`src/f32mt_pkg.sv`:
```
// Types and constants of the truncating single-precision multiplier.
package f32mt_pkg;

	localparam int WORD_W        = 32;
	localparam int EXP_W         = 8;
	localparam int FRAC_W        = 23;
	localparam int MANT_W        = FRAC_W + 1;
	localparam int PROD_W        = 2 * MANT_W;
	localparam int EXP_SUM_W     = EXP_W + 2;
	localparam int NUM_CELLS_DEF = 4;

	localparam logic [EXP_SUM_W-1:0] EXP_BIAS    = EXP_SUM_W'(127);
	localparam logic [WORD_W-1:0]    ONE_PATTERN = 32'h3F80_0000;

	typedef logic signed [EXP_SUM_W-1:0] expo_t;

	typedef struct packed {
		logic [WORD_W-1:0] operand_a;
		logic [WORD_W-1:0] operand_b;
	} in_t;

	typedef struct packed {
		logic [WORD_W-1:0] product;
		logic              exponent_range_flag;
	} out_t;

	// Word handed from cell to cell along the multiplier chain.
	typedef struct packed {
		logic              valid;
		logic              bypass;
		logic [WORD_W-1:0] word;
		logic              sign;
		expo_t             expo;
		logic [MANT_W-1:0] ma;
		logic [MANT_W-1:0] mb;
		logic [PROD_W-1:0] acc;
	} cell_t;

endpackage

```
`src/f32mt_decode.sv`:
```
// Input stage: special-case decode, sign and exponent sum, chain seed.
module f32mt_decode (
	input  logic            clk,
	input  logic            arst_n,
	input  logic            take,
	input  f32mt_pkg::in_t  operands,
	output f32mt_pkg::cell_t seed
);
	import f32mt_pkg::*;

	logic [WORD_W-1:0] a, b;
	logic [EXP_W-1:0]  ea, eb;
	logic              byp;
	logic [WORD_W-1:0] byp_word;
	cell_t             seed_s1;

	assign a  = operands.operand_a;
	assign b  = operands.operand_b;
	assign ea = a[WORD_W-2 -: EXP_W];
	assign eb = b[WORD_W-2 -: EXP_W];

	// priority: zero, a is one, b is one, denormal
	always_comb begin
		byp      = 1'b1;
		byp_word = '0;
		if (a[WORD_W-2:0] == '0 || b[WORD_W-2:0] == '0) begin
			byp_word = '0;
		end else if (a == ONE_PATTERN) begin
			byp_word = b;
		end else if (b == ONE_PATTERN) begin
			byp_word = a;
		end else if (ea == '0 || eb == '0) begin
			byp_word = '0;
		end else begin
			byp = 1'b0;
		end
	end

	always_ff @(posedge clk or negedge arst_n) begin
		if (!arst_n) begin
			seed_s1 <= '0;
		end else begin
			seed_s1.valid  <= take;
			seed_s1.bypass <= byp;
			seed_s1.word   <= byp_word;
			seed_s1.sign   <= a[WORD_W-1] ^ b[WORD_W-1];
			seed_s1.expo   <= expo_t'(EXP_SUM_W'(ea) + EXP_SUM_W'(eb) - EXP_BIAS);
			seed_s1.ma     <= {1'b1, a[FRAC_W-1:0]};
			seed_s1.mb     <= {1'b1, b[FRAC_W-1:0]};
			seed_s1.acc    <= '0;
		end
	end

	assign seed = seed_s1;

endmodule

```
`src/f32mt_cell.sv`:
```
// One multiplier cell: adds one digit of the second mantissa into the product.
module f32mt_cell #(
	parameter int DIGIT_W = 6,
	parameter int IDX     = 0
) (
	input  logic             clk,
	input  logic             arst_n,
	input  f32mt_pkg::cell_t din,
	output f32mt_pkg::cell_t dout
);
	import f32mt_pkg::*;

	localparam int SHIFT = IDX * DIGIT_W;

	logic [DIGIT_W-1:0]        digit;
	logic [MANT_W+DIGIT_W-1:0] pp;
	logic [PROD_W-1:0]         acc_next;
	cell_t                     dout_q;

	assign digit    = din.mb[DIGIT_W-1:0];
	assign pp       = (MANT_W+DIGIT_W)'(din.ma) * (MANT_W+DIGIT_W)'(digit);
	assign acc_next = din.acc + (PROD_W'(pp) << SHIFT);

	// pass the rest along; retire the consumed digit
	always_ff @(posedge clk or negedge arst_n) begin
		if (!arst_n) begin
			dout_q <= '0;
		end else begin
			dout_q.valid  <= din.valid;
			dout_q.bypass <= din.bypass;
			dout_q.word   <= din.word;
			dout_q.sign   <= din.sign;
			dout_q.expo   <= din.expo;
			dout_q.ma     <= din.ma;
			dout_q.mb     <= din.mb >> DIGIT_W;
			dout_q.acc    <= acc_next;
		end
	end

	assign dout = dout_q;

endmodule

```
`src/f32mt_norm.sv`:
```
// Output stage: one-step normalize, truncate, exponent wrap and range flag.
module f32mt_norm (
	input  logic             clk,
	input  logic             arst_n,
	input  f32mt_pkg::cell_t din,
	output logic             strobe,
	output f32mt_pkg::out_t  result
);
	import f32mt_pkg::*;

	logic [FRAC_W-1:0] frac;
	expo_t             expo_n;
	logic              flag;
	logic              strobe_q;
	out_t              result_q;

	always_comb begin
		if (din.acc[PROD_W-1]) begin
			frac   = din.acc[PROD_W-2 -: FRAC_W];
			expo_n = din.expo + expo_t'(1);
		end else begin
			frac   = din.acc[PROD_W-3 -: FRAC_W];
			expo_n = din.expo;
		end
		flag = (expo_n < expo_t'(1)) || (expo_n > expo_t'(254));
	end

	always_ff @(posedge clk or negedge arst_n) begin
		if (!arst_n) begin
			strobe_q <= 1'b0;
		end else begin
			strobe_q <= din.valid;
		end
	end

	always_ff @(posedge clk) begin
		if (din.bypass) begin
			result_q.product             <= din.word;
			result_q.exponent_range_flag <= 1'b0;
		end else begin
			result_q.product             <= {din.sign, expo_n[EXP_W-1:0], frac};
			result_q.exponent_range_flag <= flag;
		end
	end

	assign strobe = strobe_q;
	assign result = result_q;

endmodule

```
`src/float32_multiply_truncating.sv`:
```
// Top level of the truncating single-precision multiplier.
// Stages: one decode stage, one stage per multiplier cell, one normalize stage.
// Throughput: one word per cycle; busy stays low and the result strobe cannot be stalled.
// Each cell adds one ceil(24 / NUM_CELLS)-bit digit of the second mantissa.
// Reset: arst_n clears every stage valid bit at once; no word is in flight after reset.
module float32_multiply_truncating #(
	parameter int NUM_CELLS = f32mt_pkg::NUM_CELLS_DEF
) (
	input  logic            clk,
	input  logic            arst_n,
	input  logic            start,
	output logic            busy,
	input  f32mt_pkg::in_t  operands,
	output logic            strobe,
	output f32mt_pkg::out_t result
);
	import f32mt_pkg::*;

	localparam int DIGIT_W = (MANT_W + NUM_CELLS - 1) / NUM_CELLS;

	cell_t chain [NUM_CELLS+1];

	assign busy = 1'b0;

	f32mt_decode u_decode (
		.clk      (clk),
		.arst_n   (arst_n),
		.take     (start && !busy),
		.operands (operands),
		.seed     (chain[0])
	);

	for (genvar i = 0; i < NUM_CELLS; i++) begin : g_cell
		f32mt_cell #(
			.DIGIT_W (DIGIT_W),
			.IDX     (i)
		) u_cell (
			.clk    (clk),
			.arst_n (arst_n),
			.din    (chain[i]),
			.dout   (chain[i+1])
		);
	end

	f32mt_norm u_norm (
		.clk    (clk),
		.arst_n (arst_n),
		.din    (chain[NUM_CELLS]),
		.strobe (strobe),
		.result (result)
	);

endmodule

```
`config.mk`:
```
export PLATFORM = sky130hd
export DESIGN_NAME = float32_multiply_truncating
export DESIGN_NICKNAME = d
export VERILOG_FILES = /design/src/f32mt_pkg.sv /design/src/f32mt_decode.sv /design/src/f32mt_cell.sv /design/src/f32mt_norm.sv /design/src/float32_multiply_truncating.sv
export SDC_FILE = /design/constraint.sdc
export NUM_CORES = 2
export LEC_CHECK = 0
export BUFFER_PORTS_ARGS = -buffer_cell sky130_fd_sc_hd__buf_2
export CAP_MARGIN = 20
export CORE_MARGIN = 4
export CORE_UTILIZATION = 38
export DETAILED_ROUTE_END_ITERATION = 12
export HOLD_SLACK_MARGIN = 0.05
export PLACE_DENSITY_LB_ADDON = 0.08
export SYNTH_ARGS = -nofsm -noshare
export SYNTH_HDL_FRONTEND = slang
export SYNTH_HIERARCHICAL = 1
export SYNTH_SLANG_ARGS = --single-unit
```
`constraint.sdc`:
```
create_clock -name clk -period 14.1 [get_ports clk]
set_input_delay 3.525 -clock clk [delete_from_list [all_inputs] [get_ports clk]]
set_output_delay 3.525 -clock clk [all_outputs]
set_load 0.02 [all_outputs]
```
==> impl_metrics.csv <==
group,metric,value,unit
outcome,status,"finished, final reports clean",
setup_path,crit_arrival,7.58,ns
route,wl_per_cell,19.8,µm
setup_path,path_class,"reg2reg",
grt,busiest_layer,"met2",
logic_synthesis,yosys_warnings,6,
hold_path,hold_path_class,"reg2reg",
power,p_int,5800,µW
layout,area_growth,9.54,%
setup_path,worst-path-buf-inv,2,
setup_path,crit_family,"adder cells",
power,power_density,256,nW/µm²
clocking,cts_tree,"yes",
route,finalWirelength,109,mm
place,gp_congestion,0.868,
sta,finalClockSkew,0.0298,ns
die,ios,102,
sta,relSlewSlack,38.8,%
logic_synthesis,syn_area,40600,µm²
grt,grt_use_total,19.8,%
clocking,cts.reportedPaths.clkPinSlew,0.06,ns
clocking,cts_buffer_depth,3,
clocking,hold_buffers,0,
setup_path,critPathMaxStageDelay,0.91,ns
grt,met2_usage,32.8,%
route,drc,0,
route,antenna_left,0,
clocking,insertion_delay,0.66,ns
route,drt-initial-drc-count,1376,
die,core-area,106000,µm²
power,pwr-share-seq,19.5,%
route,vias_per_cell,4.94,
layout,nets,4761,
power,p_clk_share,14.8,%
grt,grt-ovfl-total,0,
layout,fillers,10472,
setup_path,end_kind,"register",
clocking,clock-sinks,547,
setup_path,crit_start,"g_cell[1].u_cell/dout[49]",
logic_synthesis,synthCells,3963,
clocking,cts_setup_buffers,0,
run,drv_cap,0,
setup_path,crit_end,"g_cell[2].u_cell/dout[41]",
die,dieWidth,335,µm
grt,grt_antenna_before_repair,7,
route,num_vias,27028,
setup_path,crit_chain,"and2_1, fa_1, fa_1, inv_1, fa_1, inv_1, ha_1, a21o_1, a221oi_2, nor2b_2, o31ai_1, o21a_1, o21bai_1, xor2_1, ha_1, nand4_1, or4_1, a211o_1, nand3_1, a21oi_1, xnor2_1",
setup_path,cpMaxStageDelayCell,"dfrtp_1",
power,netSwitchingFraction,49.0,%
die,initial_core_util,38.4,%
sta,grt_setup_unrepaired,"false",
sta,whs,0.337,ns
sta,worst_pin_slew,0.918,ns
grt,grt_pass1_vias,28871,
setup_path,cp.required,14.64,ns
setup_path,cp_max_fo,24,
sta,final_hold_viol_count,0,
clocking,htreeDepth,2,
grt,grt_pass1_wl,173,mm
grt,grt_use_met1,28.3,%
die,dieHeight,335,µm
power,combinationalPowerShare,65.8,%
sta,fin_crit,7.04,ns
logic_synthesis,avgSynthCellArea,10.2,µm²
die,die-area,112000,µm²
sta,post-route-period-util,49.9,%
setup_path,start_kind,"register",
place,portBuffers,100,
clocking,postCtsResizedCells,0,
power,leakage,0.0214,µW
clocking,root_buffer,"clkbuf_16",
route,drtPass1Iterations,5,
setup_path,ff2ff_setup_slack,7.06,ns
power,switchingPower,5580,µW
setup_path,crit_cells,21,
sta,max_freq,142,MHz
sta,fin_setup_tns,0,ns
sta,finalSetupViolCount,0,
sta,maxSlewViolCount,0,
die,rows,119,
layout,drive_gt1_share,7.16,%
setup_path,cpMostUsedCell,"fa_1",
grt,use_met3,1.80,%
hold_path,hold_start,"g_cell[2].u_cell/dout[139]",
place,dpl.hpwl,86.6,mm
setup_path,r2r-start,"g_cell[1].u_cell/dout[49]",
setup_path,r2r_cells,21,
setup_path,rr_endpoint,"g_cell[2].u_cell/dout[41]",
grt,grt_max_degree,162,
clocking,cts_buffers,61,
power,vdd_drop_max,0.000160,V
power by group through the flow:
| stage | Sequential [µW] | Clock (µW) | Combinational (µW) |
|---|---|---|---|
| floorplan | 2120 | 0 | 5380 |
| global placement | 2260 | 0 | 7550 |
| detailed placement | 2260 | 0 | 7510 |
| CTS | 2230 | 1730 | 7550 |
| global route | 2250 | 1800 | 8300 |
| finish | 2210 | 1680 | 7480 |
cell usage in the layout (no fill, tap or decap), types with 34 or more instances in the layout:
cell type,n
clkbuf_16,61
ha_1,276
conb_1,50
buf_2,99
fa_1,387
o21ai_1,40
dfrtp_1,513
nand3_1,60
a21o_1,72
a21oi_1,209
and2_1,496
nand4_1,34
nor2_1,120
inv_1,531
o21ai_0,87
xor2_1,70
nand2_1,251
xnor2_1,131
nor3_1,40
through the flow:
step	util, %	instance area [µm²]	power, µW	std cells	worst slack (ns)
2_1_floorplan	-	40800	7500	4010	8.31
3_3_place_gp	40.0	42300	9810	5358	7.03
3_5_place_dp	40.0	42300	9770	5358	7.03
4_1_cts	42.1	44500	11500	5469	6.99
5_1_grt	42.1	44500	12300	5470	6.65
6_report	42.1	44500	11400	5472	7.06
state kept, by name, summed over array words and instances (netlist names):
name	cells
g_cell.u_cell/dout	421
u_decode/seed	92
u_norm/result	33
u_norm/strobe	1
area by class of cell:
cell class                      count  area [µm²]  share of cell area (%)
Clock buffer                       79        1670                    3.76
Inverter                          531        1990                    4.48
Tap cell                         1391        1740                    3.91
Timing Repair Buffer              109         623                    1.40
Antenna cell                        2        5.00                  0.0112
Multi-Input combinational cell   2781       24400                    54.9
Sequential cell                   547       13500                    30.4
Clock inverter                     32         487                    1.09
worst min-delay path by stage:
stage	to	cells past startpoint	slack, ns
after floorplan	g_cell[0].u_cell/dout[100]	0	0.33
after global placement	g_cell[3].u_cell/dout[134]	0	0.33
after detailed placement	g_cell[0].u_cell/dout[125]	0	0.33
after CTS	g_cell[3].u_cell/dout[139]	0	0.33
after global routing	g_cell[3].u_cell/dout[139]	0	0.34
final	g_cell[3].u_cell/dout[139]	0	0.34
worst reg2reg max path: cells and delay by family, from the launching register on:
family / cells / cell delay, ns
AOI/OAI and AO/OA: 7 / 1.74
xor gates and xnor gates: 2 / 0.44
adders and majority gates: 5 / 2.31
buffers and inverters: 2 / 0.11
DFF: 1 / 0.91
and+or+nand+nor: 5 / 1.41
per-layer routing:
metal | routed length, µm | part of all wire (%)
met5 | 0 | 0
met4 | 2480 | 2.3
met2 | 51300 | 47
met1 | 51800 | 48
met3 | 2940 | 2.7
Power figures use the tool's default switching activity.
